===== src/rtl/jer_pkg.sv =====
// jer_pkg: shared types and character codes for the jis escape repair block
// no dependencies

package jer_pkg;

    typedef logic [7:0] t_byte;

    // shift sequence characters
    localparam t_byte CH_ESC    = 8'h1B;
    localparam t_byte CH_DOLLAR = 8'h24;
    localparam t_byte CH_PAREN  = 8'h28;
    localparam t_byte CH_AT     = 8'h40;
    localparam t_byte CH_B      = 8'h42;
    localparam t_byte CH_H      = 8'h48;
    localparam t_byte CH_J      = 8'h4A;

    // most bytes one request can produce
    localparam int GRP_DEPTH = 3;

    typedef logic [1:0] t_grp_cnt;

    // what is pending from earlier requests
    typedef enum logic [2:0] {
        ST_IDLE    = 3'd0,
        ST_ESC1    = 3'd1,
        ST_DOLLAR  = 3'd2,
        ST_ESC_DOL = 3'd3,
        ST_ESC2    = 3'd4,
        ST_PAREN   = 3'd5,
        ST_HELD    = 3'd6,
        ST_ESC_PAR = 3'd7
    } t_stage;

    function automatic logic is_kanji_final(input t_byte b);
        return (b == CH_B) || (b == CH_AT);
    endfunction

    function automatic logic is_roman_final(input t_byte b);
        return (b == CH_J) || (b == CH_B) || (b == CH_H);
    endfunction

endpackage


===== src/rtl/jer_in_if.sv =====
// jer_in_if: input byte channel, valid/ready handshake
// depends on jer_pkg

interface jer_in_if;
    import jer_pkg::*;

    logic  valid;
    logic  ready;
    t_byte in_byte;

    modport source (output valid, output in_byte, input ready);
    modport sink   (input valid, input in_byte, output ready);
endinterface


===== src/rtl/jer_out_if.sv =====
// jer_out_if: repaired byte channel with group-last flag, valid/ready handshake
// depends on jer_pkg

interface jer_out_if;
    import jer_pkg::*;

    logic  valid;
    logic  ready;
    t_byte out_byte;
    logic  last;

    modport source (output valid, output out_byte, output last, input ready);
    modport sink   (input valid, input out_byte, input last, output ready);
endinterface


===== src/rtl/jis_escape_repair.sv =====
// jis_escape_repair: a request's first output byte appears in the cycle after it is taken.
// each request yields 0 to 3 bytes, drained from a 3-entry group register one per cycle
// while the sink is ready; a new request is taken in the cycle the last byte of the current
// group leaves: a request per cycle while each gives at most one byte and the sink is ready.
// synchronous active-low reset returns to one-byte mode, nothing pending, output empty.
// depends on jer_pkg, jer_in_if, jer_out_if

module jis_escape_repair (
    input  logic      i_clk,
    input  logic      i_rst_n,
    jer_in_if.sink    i_in,
    jer_out_if.source o_out
);
    import jer_pkg::*;

    t_stage   r_stage, n_stage;
    logic     r_mode, n_mode;
    t_byte    r_held, n_held;

    t_byte    r_grp [GRP_DEPTH];
    t_grp_cnt r_cnt;

    t_byte    g_byte [GRP_DEPTH];
    t_grp_cnt g_cnt;

    logic     in_acc, out_acc;
    t_byte    b;

    assign b       = i_in.in_byte;
    assign out_acc = o_out.valid && o_out.ready;
    // take a new request once the current group is gone or its last byte leaves now
    assign i_in.ready = (r_cnt == 2'd0) || ((r_cnt == 2'd1) && o_out.ready);
    assign in_acc  = i_in.valid && i_in.ready;

    assign o_out.valid    = (r_cnt != 2'd0);
    assign o_out.out_byte = r_grp[0];
    assign o_out.last     = (r_cnt == 2'd1);

    always_comb begin
        n_stage   = r_stage;
        n_mode    = r_mode;
        n_held    = r_held;
        g_cnt     = 2'd0;
        g_byte[0] = b;
        g_byte[1] = b;
        g_byte[2] = b;
        case (r_stage)
            ST_IDLE: begin
                if (r_mode) begin
                    if (b == CH_ESC) begin
                        n_stage = ST_ESC2;
                    end else if (b == CH_PAREN) begin
                        n_stage = ST_PAREN;
                    end else begin
                        n_held  = b;
                        n_stage = ST_HELD;
                    end
                end else begin
                    if (b == CH_ESC) begin
                        n_stage = ST_ESC1;
                    end else if (b == CH_DOLLAR) begin
                        n_stage = ST_DOLLAR;
                    end else begin
                        g_cnt = 2'd1;
                    end
                end
            end
            ST_ESC1: begin
                if (b == CH_DOLLAR) begin
                    n_stage = ST_ESC_DOL;
                end else begin
                    g_byte[0] = CH_ESC;
                    g_cnt     = 2'd2;
                    n_stage   = ST_IDLE;
                end
            end
            ST_DOLLAR: begin
                // bare '$' restored to a full escape when the final byte fits
                if (is_kanji_final(b)) begin
                    n_mode    = 1'b1;
                    g_byte[0] = CH_ESC;
                    g_byte[1] = CH_DOLLAR;
                    g_cnt     = 2'd3;
                end else begin
                    g_byte[0] = CH_DOLLAR;
                    g_cnt     = 2'd2;
                end
                n_stage = ST_IDLE;
            end
            ST_ESC_DOL: begin
                if (is_kanji_final(b)) begin
                    n_mode = 1'b1;
                end
                g_byte[0] = CH_ESC;
                g_byte[1] = CH_DOLLAR;
                g_cnt     = 2'd3;
                n_stage   = ST_IDLE;
            end
            ST_ESC2: begin
                if (b == CH_PAREN) begin
                    n_stage = ST_ESC_PAR;
                end else begin
                    g_byte[0] = CH_ESC;
                    g_cnt     = 2'd2;
                    n_stage   = ST_IDLE;
                end
            end
            ST_PAREN: begin
                if (is_roman_final(b)) begin
                    n_mode    = 1'b0;
                    g_byte[0] = CH_ESC;
                    g_byte[1] = CH_PAREN;
                    g_cnt     = 2'd3;
                end else begin
                    g_byte[0] = CH_PAREN;
                    g_cnt     = 2'd2;
                end
                n_stage = ST_IDLE;
            end
            ST_HELD: begin
                g_byte[0] = r_held;
                g_cnt     = 2'd2;
                n_stage   = ST_IDLE;
            end
            ST_ESC_PAR: begin
                if (is_roman_final(b)) begin
                    n_mode = 1'b0;
                end
                g_byte[0] = CH_ESC;
                g_byte[1] = CH_PAREN;
                g_cnt     = 2'd3;
                n_stage   = ST_IDLE;
            end
            default: begin
                n_stage = ST_IDLE;
            end
        endcase
        // bytes sit left-aligned: byte 1 of a two-byte group is the input
        if (g_cnt == 2'd2) begin
            g_byte[1] = b;
        end
    end

    always_ff @(posedge i_clk) begin
        if (!i_rst_n) begin
            r_stage <= ST_IDLE;
            r_mode  <= 1'b0;
            r_cnt   <= 2'd0;
        end else if (in_acc) begin
            r_stage <= n_stage;
            r_mode  <= n_mode;
            r_cnt   <= g_cnt;
        end else if (out_acc) begin
            r_cnt <= r_cnt - 2'd1;
        end
    end

    always_ff @(posedge i_clk) begin
        if (in_acc) begin
            r_held <= n_held;
            r_grp  <= g_byte;
        end else if (out_acc) begin
            r_grp[0] <= r_grp[1];
            r_grp[1] <= r_grp[2];
        end
    end

endmodule


===== src/flat_wrapper.sv =====
// flat-port wrapper written by rule: the top's interface ports become plain ports
module jis_escape_repair_flat import jer_pkg::*;
  (i_clk, i_rst_n, i_in_valid, i_in_in_byte, i_in_ready, o_out_valid, o_out_out_byte, o_out_last, o_out_ready);
  jer_in_if i_in_i ();
  jer_out_if o_out_i ();
  input  logic i_clk;
  input  logic i_rst_n;
  input wire logic [$bits(i_in_i.valid)-1:0] i_in_valid;
  input wire logic [$bits(i_in_i.in_byte)-1:0] i_in_in_byte;
  output wire logic [$bits(i_in_i.ready)-1:0] i_in_ready;
  output wire logic [$bits(o_out_i.valid)-1:0] o_out_valid;
  output wire logic [$bits(o_out_i.out_byte)-1:0] o_out_out_byte;
  output wire logic [$bits(o_out_i.last)-1:0] o_out_last;
  input wire logic [$bits(o_out_i.ready)-1:0] o_out_ready;
  assign i_in_i.valid = i_in_valid;
  assign i_in_i.in_byte = i_in_in_byte;
  assign i_in_ready = i_in_i.ready;
  assign o_out_valid = o_out_i.valid;
  assign o_out_out_byte = o_out_i.out_byte;
  assign o_out_last = o_out_i.last;
  assign o_out_i.ready = o_out_ready;
  jis_escape_repair u_core (.i_clk(i_clk), .i_rst_n(i_rst_n), .i_in(i_in_i), .o_out(o_out_i));
endmodule

===== config.mk =====
export PLATFORM = sky130hd
export DESIGN_NAME = jis_escape_repair_flat
export DESIGN_NICKNAME = d
export VERILOG_FILES = /design/src/rtl/jer_pkg.sv /design/src/rtl/jer_in_if.sv /design/src/rtl/jer_out_if.sv /design/src/rtl/jis_escape_repair.sv /design/src/flat_wrapper.sv
export SDC_FILE = /design/constraint.sdc
export NUM_CORES = 1
export LEC_CHECK = 0
export ABC_AREA = 0
export BUFFER_PORTS_ARGS = -buffer_cell sky130_fd_sc_hd__buf_4
export CORE_ASPECT_RATIO = 1.5
export CORE_MARGIN = 1
export CORE_UTILIZATION = 40
export DETAILED_ROUTE_END_ITERATION = 8
export SLEW_MARGIN = 20
export SYNTH_ARGS = -nofsm -noshare
export SYNTH_HDL_FRONTEND = slang
export SYNTH_SLANG_ARGS = --single-unit

===== constraint.sdc =====
create_clock -name i_clk -period 2.6 [get_ports i_clk]
set_input_delay 0.39 -clock i_clk [delete_from_list [all_inputs] [get_ports i_clk]]
set_output_delay 0.39 -clock i_clk [all_outputs]
set_load 0.02 [all_outputs]

## Yosys cells after proc, flatten, opt, wreduce, memory -nomap -nowiden

Cells that the tools add are included.
Widths: inputs -> output; s select.

- Multiplexer cells: 32
- Equality and inequality tests: 19
- Add/subtract/negate cells: 1
- Bitwise logic cells: 2
- Reductions and logical operators: 19

Operator list:

| kind | count |
|---|---|
| $pmux 8 s6 | 1 |
| $mux 8 | 5 |
| $eq 8x7->1 const B | 4 |
| $mux 16 | 2 |
| $pmux 8 s4 | 1 |
| $eq 8x6->1 const B | 2 |
| $mux 2 | 8 |
| $mux 3 | 5 |
| $pmux 2 s7 | 1 |
| $eq 3x3->1 const B | 4 |
| $mux 6 | 2 |
| $pmux 3 s4 | 1 |
| $eq 8x5->1 const B | 1 |
| $eq 3x2->1 const B | 2 |
| $reduce_bool 2->1 | 3 |
| $reduce_or 2->1 | 3 |
| $mux 1 | 5 |
| $reduce_and 5->1 | 1 |
| $reduce_or 5->1 | 1 |
| $logic_or 1x1->1 | 4 |
| $ne 2x1->1 const B | 2 |
| $ne 4x1->1 const B | 1 |
| $reduce_and 4->1 | 1 |
| $eq 3x1->1 const B | 1 |
| 9 further kinds | 12 |

- Register bits after elaboration: 38
- Input bits: 12
- Logic and storage cells: 80

## Logic depth before layout (Yosys ltp)

Gate-level depths: netlist (run 1).

- Depth in word-level cells: 8
- Depth in mapped cells: 8

## Least setup slack after synthesis (run 1)

OpenSTA, ideal clock, no wires.

- Path kind: register to register
- Start: register u_core.r_cnt[0]
- End: register u_core.r_held[0], enable pin
- Buffers on the path: 1
- Arrival: 2139 ps
- Slack: 91 ps
- Stages on the path, launching flop included: 8
- Period minus slack after synthesis: 2509 ps
- Required time: 2230 ps
- Library setup time: 370 ps
- Cells stage by stage: dfxtp_1 ha_1 a21o_1 nand2_1 inv_1 clkbuf_1 nand3_1 nor2_1

- Longest elaborated chain between the ends: 5

Ends and longest elaborated chain:

| element | RTL line | text |
|---|---|---|
| start: declaration | jis_escape_repair.sv:21 | `t_grp_cnt r_cnt;` |
| start signal: assignment | jis_escape_repair.sv:152 | `r_cnt <= g_cnt;` |
| start signal: assignment | jis_escape_repair.sv:154 | `r_cnt <= r_cnt - 2'd1;` |
| $eq 2x1->1 | -- |  |
| net o_out_last | flat_wrapper.sv:13 | `output wire logic [$bits(o_out_i.last)-1:0] o_out_last;` |
| $logic_and 1x1->1 | jis_escape_repair.sv:32 | `assign i_in.ready = (r_cnt == 2'd0) \|\| ((r_cnt == 2'd1) && o_out.ready);` |
| $logic_or 1x1->1 | jis_escape_repair.sv:32 |  |
| net i_in_ready | flat_wrapper.sv:10 | `output wire logic [$bits(i_in_i.ready)-1:0] i_in_ready;` |
| $logic_and 1x1->1 | jis_escape_repair.sv:33 | `assign in_acc = i_in.valid && i_in.ready;` |
| net u_core.in_acc | jis_escape_repair.sv:26 | `logic in_acc, out_acc;` |
| $reduce_and 5->1 (no source line) | -- |  |
| end signal: assignment | jis_escape_repair.sv:160 | `r_held <= n_held;` |
| end: declaration | jis_escape_repair.sv:18 | `t_byte r_held, n_held;` |

The timed path passes the listed nets, and every way through them passes these cells.
A chain may end at the register's enable or synchronous reset.

## Worst setup path in the final report (run 1)

- Start: register u_core.r_stage[2]
- End: register u_core.r_grp, in the netlist u_core.o_out.out_byte[5], data pin

- Longest elaborated chain between the ends: 4

Ends and longest elaborated chain:

| element | RTL line | text |
|---|---|---|
| start: declaration | jis_escape_repair.sv:16 | `t_stage r_stage, n_stage;` |
| start signal: assignment | jis_escape_repair.sv:150 | `r_stage <= n_stage;` |
| $eq 3x2->1 or $eq 3x3->1 (tied branches) | jis_escape_repair.sv:47 | `case (r_stage)` |
| $reduce_or 2->1 (no source line) | -- |  |
| $pmux 8 s6 (*) | jis_escape_repair.sv:47 |  |
| $mux 16 (*) | jis_escape_repair.sv:159 | `if (in_acc) begin` |
| end signal: assignment | jis_escape_repair.sv:161 | `r_grp <= g_byte;` |
| end: declaration | jis_escape_repair.sv:20 | `t_byte r_grp [GRP_DEPTH];` |

Every way passes the cells marked *; elsewhere a longest branch is shown, timed or not.

==> results of run 1 <==
[metrics by stage]
stage               hold WS [ns]  setup slack (ns)  utilization [%]  total power [mW]
finish                    0.3489            0.6160            47.15             1.618
global route              0.3472            0.4789            47.15             1.701
CTS                       0.3453            0.6196            47.15             1.632
detailed placement        0.4574            0.4823            45.39             1.247
global placement          0.4541            0.5414            45.39             1.249
floorplan                 0.4434           0.09104                -             1.119
[power breakdown]
group / internal [mW] / switching, mW
clock: 0.183 / 0.204
combinational: 0.163 / 0.258
sequential: 0.782 / 0.0277
[layer usage]
metal	GRT usage (%)	vias up
met1	24.31	734
met3	3.763	9
met5	0	-
li1	-	762
met2	32.53	58
met4	9.302	0
[final timing paths]
path	slack [ns]	cells past startpoint	startpoint	endpoint
setup reg to reg	0.62	5	u_core.r_stage[2]	u_core.o_out.out_byte[5]
hold reg to reg	0.46	2	u_core.r_cnt[1]	u_core.r_cnt[1]
hold / removal	0.35	1	i_in_in_byte[6]	u_core.r_held[6]
setup / recovery	0.62	5	u_core.r_stage[2]	u_core.o_out.out_byte[5]
[layout by cell type, fill, tap and decap left out, types with 2 or more instances in the layout]
cell	instances
o221a_2	4
nor2_1	23
nand4_1	5
nand3_1	5
a21oi_1	6
clkbuf_8	5
ha_1	2
nor4b_4	2
a31oi_1	3
o31ai_1	2
dfxtp_1	6
a221oi_1	6
nand2_1	31
buf_4	27
and4_1	2
inv_1	8
nor3_1	6
edfxtp_1	32
o21ai_0	10
and3_1	2
[worst reg2reg max path, cell delays in order, from the launching register on]
cell	delay, ns
dfxtp_1	0.65
inv_1	0.19
and4_1	0.22
a31oi_1	0.13
o31ai_1	0.14
o32a_1	0.40
[final cells by class]
type	instances	share of cell area [%]
clock inverters	3	0.7115
repair buffers	27	8.867
multi-input cells	133	35.19
clock buffers	5	3.010
inverters	8	1.314
flip-flops and latches	38	47.29
well taps	66	3.612
[logic make-up (layout without fill, tap and decap cells)]
logic type | Yosys count | after routing | synth area share, %
AND/OR/NAND/NOR | 82 | 82 | 20.21
adder cells (fa/ha/maj) | 2 | 2 | 1.240
multiplexers | 1 | 1 | 0.4960
AO/OA/AOI/OAI | 48 | 48 | 17.92
buffers and inverters | 26 | 43 | 6.572
flip-flops | 38 | 38 | 53.56
[registers in the layout, indices dropped and copies added, names as in the netlist]
register / flops
u_core.r_grp: 16
u_core.r_mode: 1
u_core.r_held: 8
u_core.r_cnt: 2
u_core.r_stage: 3
u_core.o_out.out_byte: 8
==> qor.txt, run 1 <==
CTS tree -> yes
Setup Skew -> 0.003822 ns
Port Buffers -> 22
CP max-delay cell -> dfxtp_1
Clock sinks -> 38
Placer Congestion -> 0.9576
Tmin final -> 1.984 ns
Ant diodes -> 0
Antenna viol nets, final -> 0
Post-DP HPWL -> 3274 µm
Max incr delay on CP -> 0.65 ns
Post-synthesis net count -> 211
DP Cell Count -> 272
DR WL met2 -> 2470 µm
Share of cells above drive strength 1 -> 19.63%
Seq. cell area -> 1081 µm²
Num CTS Buffers -> 5
Starting Density -> 41.63%
Final instance area -> 2286 µm²
Postcts setup bufs -> 0
Total leakage power -> 0.8296 nW
Grt ovf -> 0
CP arrival -> 2.02 ns
Syn_area_per_cell -> 10.24 µm²
Std-Cell Rows -> 31
Area contributors post-synth -> edfxtp_1, dfxtp_1, nand2_1
Routed WL per cell -> 16.81 µm
Commonest cells in the netlist -> edfxtp_1, nand2_1, nor2_1
Routed vias/inst -> 5.582
Synth cell types -> 46
Initial antenna violation count -> 0
DIE AREA -> 5339 µm²
DRC viols -> 0
Worst Hold Class -> primary input to flop
Chip Width -> 60.00 µm
Multi-input logic area -> 804.5 µm²
Vias in the first global route -> 1466
Post-synth EDFFs -> 32
Crit Path Max Fanout -> 16
Peak VDD IR -> 0.3627 mV
Bufs and invs on worst path -> 1
Largest net degree at the start of global routing -> 21
Outcome -> finished clean
Async set-or-reset flop fraction in the synthesized netlist -> 0%
Filler cells -> 477
Fmax -> 504.0 MHz
CTS hold repair buffers -> 0
Warnings from Yosys -> 0
Period Utilization, post-route -> 76.31%
Max Used Layer -> met4
Syn Inst Count -> 197
Clk_lat worst skew -> 0.29 ns
Gr usage total -> 19.65%
Main synth FF type -> edfxtp_1
Final nets -> 227
Max-cap violations -> 0
Final setup viols -> 0
DR vias -> 1563
Critical path, cell by cell -> inv_1 > and4_1 > a31oi_1 > o31ai_1 > o32a_1
Seq/Total Area, Yosys -> 53.56%
Crit start category -> flop
Root buffer cell -> clkbuf_8
Power density over the cells -> 707.7 nW/µm²
Critical path required time -> 2.63 ns
Worst-Margin Slew -> 0.6754 ns
Synth top area share -> 47.61%
Max Slew Vio Count -> 0
Clock Path Buffers -> 2
Critical path's top delay family -> compound AO/OA/AOI/OAI gates
Initial DRC Count -> 96
Wl on met1 -> 1932 µm
Die H -> 89.00 µm
Largest area contributor in the netlist -> edfxtp_1
RSZ-0062 raised after global routing -> false
Clk slew on worst S/H paths -> 0.07 ns
Total wire length -> 4708 µm
Worst setup path category -> flop to flop
Post-Syn Area -> 2018 µm²
Final hold vios -> 0
Most frequent cell after synthesis -> edfxtp_1
Post-cts resize count -> 0
Drt pass-1 iters -> 4
Dpl cell area -> 2201 µm²
First-pass GRT wire length -> 7507 µm
Io pins -> 23
Area Growth Syn to Fin -> 13.27%
Core Area -> 4848 µm²
Final Non-Filler Cells -> 280
Fin Setup TNS -> 0 ns
Slew HR -> 54.63%
CP endpoint kind -> flop
Htree depth -> 2
Met3 routed WL -> 210 µm
Yosys reg bits -> 38
Power figures use the tool's default switching activity.
==> run 2, diff against run 1 <==
clock period = 1.8 ns   (was 2.6 ns; I/O delays follow)
==> qor.txt, run 2 (same netlist as run 1, synthesis figures left out) <==
Outcome -> finished clean
Most frequent CP cell -> buf_4
Drt pass-1 iters -> 4
Peak VDD IR -> 0.7279 mV
Final nets -> 266
Bufs and invs on worst path -> 4
Post-Place Setup Slack -> -0.04035 ns
Worst R2R Setup Slack -> 0.04 ns
CP max-delay cell -> dfxtp_1
Root buffer cell -> clkbuf_8
Max incr delay on CP -> 0.34 ns
Tmin final -> 1.756 ns
RSZ-0062 raised after global routing -> true
Max Slew Vio Count -> 0
Switching share of total power -> 27.61%
Routing usage on met2 -> 41.11%
Filler cells -> 437
Chip Width -> 60.00 µm
DR vias -> 1741
Std-Cell Rows -> 31
Grt ovf -> 0
Total wire length -> 5229 µm
Crit start category -> flop
Met3 Usage GRT -> 4.342%
Crit Path Max Fanout -> 8
Clk_lat worst skew -> 0.30 ns
Vias in the first global route -> 1817
Area Growth Syn to Fin -> 34.28%
FF-to-FF End -> u_core.o_out.out_byte[4]
Largest net degree at the start of global routing -> 17
CTS tree -> yes
Starting Density -> 41.63%
Commonest cells after routing, fill and taps aside -> buf_4, edfxtp_1, nand2_1
Share of cells above drive strength 1 -> 36.36%
DRC viols -> 0
Max-cap violations -> 0
Critical R2R Launch -> u_core.r_cnt[1]
Total leakage power -> 1.057 nW
Reg power frac -> 42.1%
Worst setup path category -> flop to flop
Routed vias/inst -> 5.458
CP Depth -> 8
Power density over the cells -> 1030 nW/µm²
Num CTS Buffers -> 5
Worst-Margin Slew -> 0.3895 ns
Clock sinks -> 38
Clk slew on worst S/H paths -> 0.08 ns
Multi-input logic area -> 865.8 µm²
Setup Skew -> 0.005259 ns
Post-DP HPWL -> 4030 µm
Critical path, cell by cell -> inv_1 > ha_4 > a21o_4 > nand2_2 > inv_2 > buf_4 > buf_4 > a221oi_1
Routed WL per cell -> 16.39 µm
Final setup viols -> 0
Antenna viol nets, final -> 0
Io pins -> 23
Worst Hold Class -> primary input to flop
Gr usage total -> 22.43%
Clk pwr share -> 31.2%
Seq. cell area -> 1086 µm²
Htree depth -> 2
Critical Path End -> u_core.o_out.out_byte[4]
Clock Path Buffers -> 2
Critical path required time -> 1.91 ns
Placer Congestion -> 0.9573
Final hold vios -> 0
Post-route setup slack -> 0.04443 ns
Switching power -> 771.0 µW
Most common cell after layout, fill and taps aside -> buf_4
Hold Slack -> 0.2246 ns
CP arrival -> 1.87 ns
Initial antenna violation count -> 0
First-pass GRT wire length -> 8625 µm
R2R depth -> 8
Comb pwr share -> 26.7%
Slew HR -> 73.92%
Critical path's top delay family -> buffers and inverters
Fin Setup TNS -> 0 ns
Ant diodes -> 0
Overall power -> 2.792 mW
Core Area -> 4848 µm²
Crit path launch -> u_core.r_cnt[1]
Die H -> 89.00 µm
Biggest register -> u_core.r_grp
Met1 Use GR -> 24.36%
GRT busiest layer -> met2
CP endpoint kind -> flop
Fmax -> 569.6 MHz
Port Buffers -> 22
Initial DRC Count -> 101
DIE AREA -> 5339 µm²
Period Utilization, post-route -> 97.53%
P_int -> 2.021 mW
Max FFs per register -> 16
==> run 2: changes by cell type in the layout (fill, tap and decap cells not counted), moves of 2 or more <==
cell	before	now
buf_4	27	65
dfxtp_1	6	4
ha_1	2	0
bufinv_16	0	2
ha_4	0	2
==> run 2: area by class of cell <==
type | instances | share of cell area, %
multi-input cells | 133 | 31.95
inverters | 8 | 1.108
clock buffers | 5 | 2.539
clock inverters | 3 | 2.539
repair buffers | 66 | 18.74
well taps | 66 | 3.047
flip-flops and latches | 38 | 40.07
==> run 2: routing by layer <==
metal,vias to the layer above,routed length [µm],share of wire [%]
met5,-,0,0
met2,60,2850,55
met3,13,234,4.5
met4,0,143,2.7
met1,830,2001,38
li1,838,-,-
==> run 2: power by group through the flow <==
stage	combinational (mW)	sequential, mW	clock, mW
after global placement	0.692	1.19	0
after global routing	0.816	1.19	0.912
after CTS	0.732	1.18	0.879
final	0.746	1.18	0.870
after detailed placement	0.710	1.19	0
after floorplan	0.471	1.18	0
==> run 2: how the worst min path moves through the flow <==
stage | startpoint | to | cells past startpoint
detailed placement | u_core.r_cnt[1] | u_core.r_cnt[1] | 2
CTS | i_in_in_byte[5] | u_core.r_held[5] | 1
global route | i_in_in_byte[5] | u_core.r_held[5] | 1
finish | i_in_in_byte[5] | u_core.r_held[5] | 1
floorplan | i_in_in_byte[0] | u_core.r_grp[0] | 0
global placement | u_core.r_cnt[1] | u_core.r_cnt[1] | 2
==> run 2: repair_timing <==
action                                  CTS  global route
buffers inserted                          2             0
endpoints found under the setup margin    4            12
pin swaps                                 0             1
gates resized for setup                   3             6
hold buffers                              0             0
==> run 2: through the flow <==
step,cell area (µm²),util [%],std cells
global placement,2519,51.95,309
CTS,2680,55.28,319
finish,2710,55.90,319
global route,2710,55.90,319
floorplan,2058,-,197
detailed placement,2519,51.95,309
==> run 3, diff against run 2 <==
ABC_AREA = 1   (was 0)
==> qor.txt, run 3 <==
Max FFs per register -> 16
Commonest cells after routing, fill and taps aside -> nand2_1, edfxtp_1, buf_4
Placer Congestion -> 0.8675
Most common cell after layout, fill and taps aside -> nand2_1
Largest net degree at the start of global routing -> 24
Routed WL per cell -> 14.20 µm
Worst-Margin Slew -> 0.3193 ns
Clk slew on worst S/H paths -> 0.08 ns
Setup Skew -> 0.005515 ns
Initial DRC Count -> 77
Critical path required time -> 1.85 ns
RSZ-0062 raised after global routing -> false
Max Slew Vio Count -> 0
Post-synthesis net count -> 251
Most frequent cell after synthesis -> nand2_1
Grt ovf -> 0
Period Utilization, post-route -> 91.07%
Seq/Total Area, Yosys -> 52.62%
Worst Hold Class -> primary input to flop
Yosys reg bits -> 38
Clk_lat worst skew -> 0.29 ns
Post-synth EDFFs -> 32
DRC viols -> 0
CP max-delay cell -> dfxtp_1
Num CTS Buffers -> 5
Hold Slack -> 0.1703 ns
Vias in the first global route -> 1582
Share of cells above drive strength 1 -> 23.95%
Outcome -> finished clean
Clock Path Buffers -> 2
Total leakage power -> 1.069 nW
CTS hold repair buffers -> 0
Post-Place Setup Slack -> 0.1090 ns
Power density over the cells -> 1772 nW/µm²
Initial antenna violation count -> 0
Htree depth -> 2
Die H -> 89.78 µm
Warnings from Yosys -> 0
Peak VDD IR -> 0.8570 mV
Post-route setup slack -> 0.1607 ns
Crit Path Max Fanout -> 23
DIE AREA -> 5433 µm²
Util after Layout -> 50.44%
Core Area -> 4887 µm²
Post-DP HPWL -> 3441 µm
Starting Density -> 42.04%
Final setup viols -> 0
Synth top area share -> 46.77%
First-pass GRT wire length -> 7424 µm
Fmax -> 610.0 MHz
Syn_area_per_cell -> 8.669 µm²
Routed vias/inst -> 5.040
Post-Syn Area -> 2054 µm²
Async set-or-reset flop fraction in the synthesized netlist -> 0%
Final hold vios -> 0
Overall power -> 4.368 mW
DR vias -> 1658
Clock sinks -> 38
Synth cell types -> 27
Drt pass-1 iters -> 5
Main synth FF type -> edfxtp_1
Io pins -> 23
Slew HR -> 78.67%
Final nets -> 276
Syn Inst Count -> 237
Tmin final -> 1.639 ns
CP arrival -> 1.69 ns
Total wire length -> 4673 µm
Biggest register -> u_core.r_grp
Critical path, cell by cell -> inv_1 > ha_1 > inv_2 > nand2_2 > nand2_2 > inv_2 > buf_12 > nor2_1 > a21oi_1 > o21ai_1 > inv_1
Ant diodes -> 0
CP endpoint kind -> flop
Max-cap violations -> 0
Antenna viol nets, final -> 0
Fin Setup TNS -> 0 ns
Max incr delay on CP -> 0.38 ns
Port Buffers -> 22
Worst setup path category -> flop to flop
Commonest cells in the netlist -> nand2_1, edfxtp_1, nor2_1
Area contributors post-synth -> edfxtp_1, nand2_1, dfxtp_1
Gr usage total -> 18.57%
Chip Width -> 60.52 µm
Area Growth Syn to Fin -> 19.98%
Std-Cell Rows -> 31
Largest area contributor in the netlist -> edfxtp_1
Crit start category -> flop
CTS tree -> yes
Root buffer cell -> clkbuf_8
## run 3: power breakdown
| group | internal, mW | switching, mW |
|---|---|---|
| clock | 0.548 | 0.307 |
| sequential | 1.37 | 0.124 |
| combinational | 0.807 | 1.21 |
## run 3: worst paths after layout
kind	endpoint	from	slack [ns]	cells after the start
max	u_core.o_out.out_byte[3]	u_core.r_cnt[0]	0.16	11
min	u_core.r_held[7]	i_in_in_byte[7]	0.17	1
max reg2reg	u_core.o_out.out_byte[3]	u_core.r_cnt[0]	0.16	11
min reg2reg	u_core.r_grp[8]	u_core.r_grp[0]	0.53	2
## run 3: logic make-up after synthesis
group | share of synthesized area (%)
adder cells (fa/ha/maj) | 1.218
flip-flops | 52.62
buffers and inverters | 8.952
AND/OR/NAND/NOR | 26.61
AO/OA/AOI/OAI | 10.60
## run 3: stage by stage
stage	area [µm²]	instances
after floorplan	2067	237
after global placement	2330	321
after detailed placement	2330	321
after CTS	2462	329
after global routing	2465	329
final	2465	329
## run 3: final cells by class
| class | count | area, µm² |
|---|---|---|
| Fill cell | 476 | 2422 |
| Sequential cell | 38 | 1081 |
| Tap cell | 66 | 82.58 |
| Timing Repair Buffer | 30 | 262.8 |
| Clock inverter | 3 | 63.81 |
| Inverter | 27 | 101.3 |
| Clock buffer | 5 | 68.82 |
| Multi-Input combinational cell | 160 | 804.5 |
## run 3: worst max-delay path, delay by kind of cell (launching register included)
kind,cells,cell delay [ns]
compound gates,2,0.14
buf+inv,5,0.41
simple gates,3,0.27
flops,1,0.38
fa+ha+maj,1,0.21
## run 3: repair_timing
action / in CTS / in global routing
resized for setup: 0 / 2
buffers inserted: 0 / 0
endpoints found under the setup margin: 0 / 4
## run 3: routing by layer
layer / vias up / routed length [µm] / global-route usage [%]
li1: 845 / - / -
met1: 759 / 1964 / 21.62
met2: 48 / 2439 / 31.32
met3: 6 / 214 / 3.741
met4: 0 / 54 / 8.712
met5: - / 0 / 0
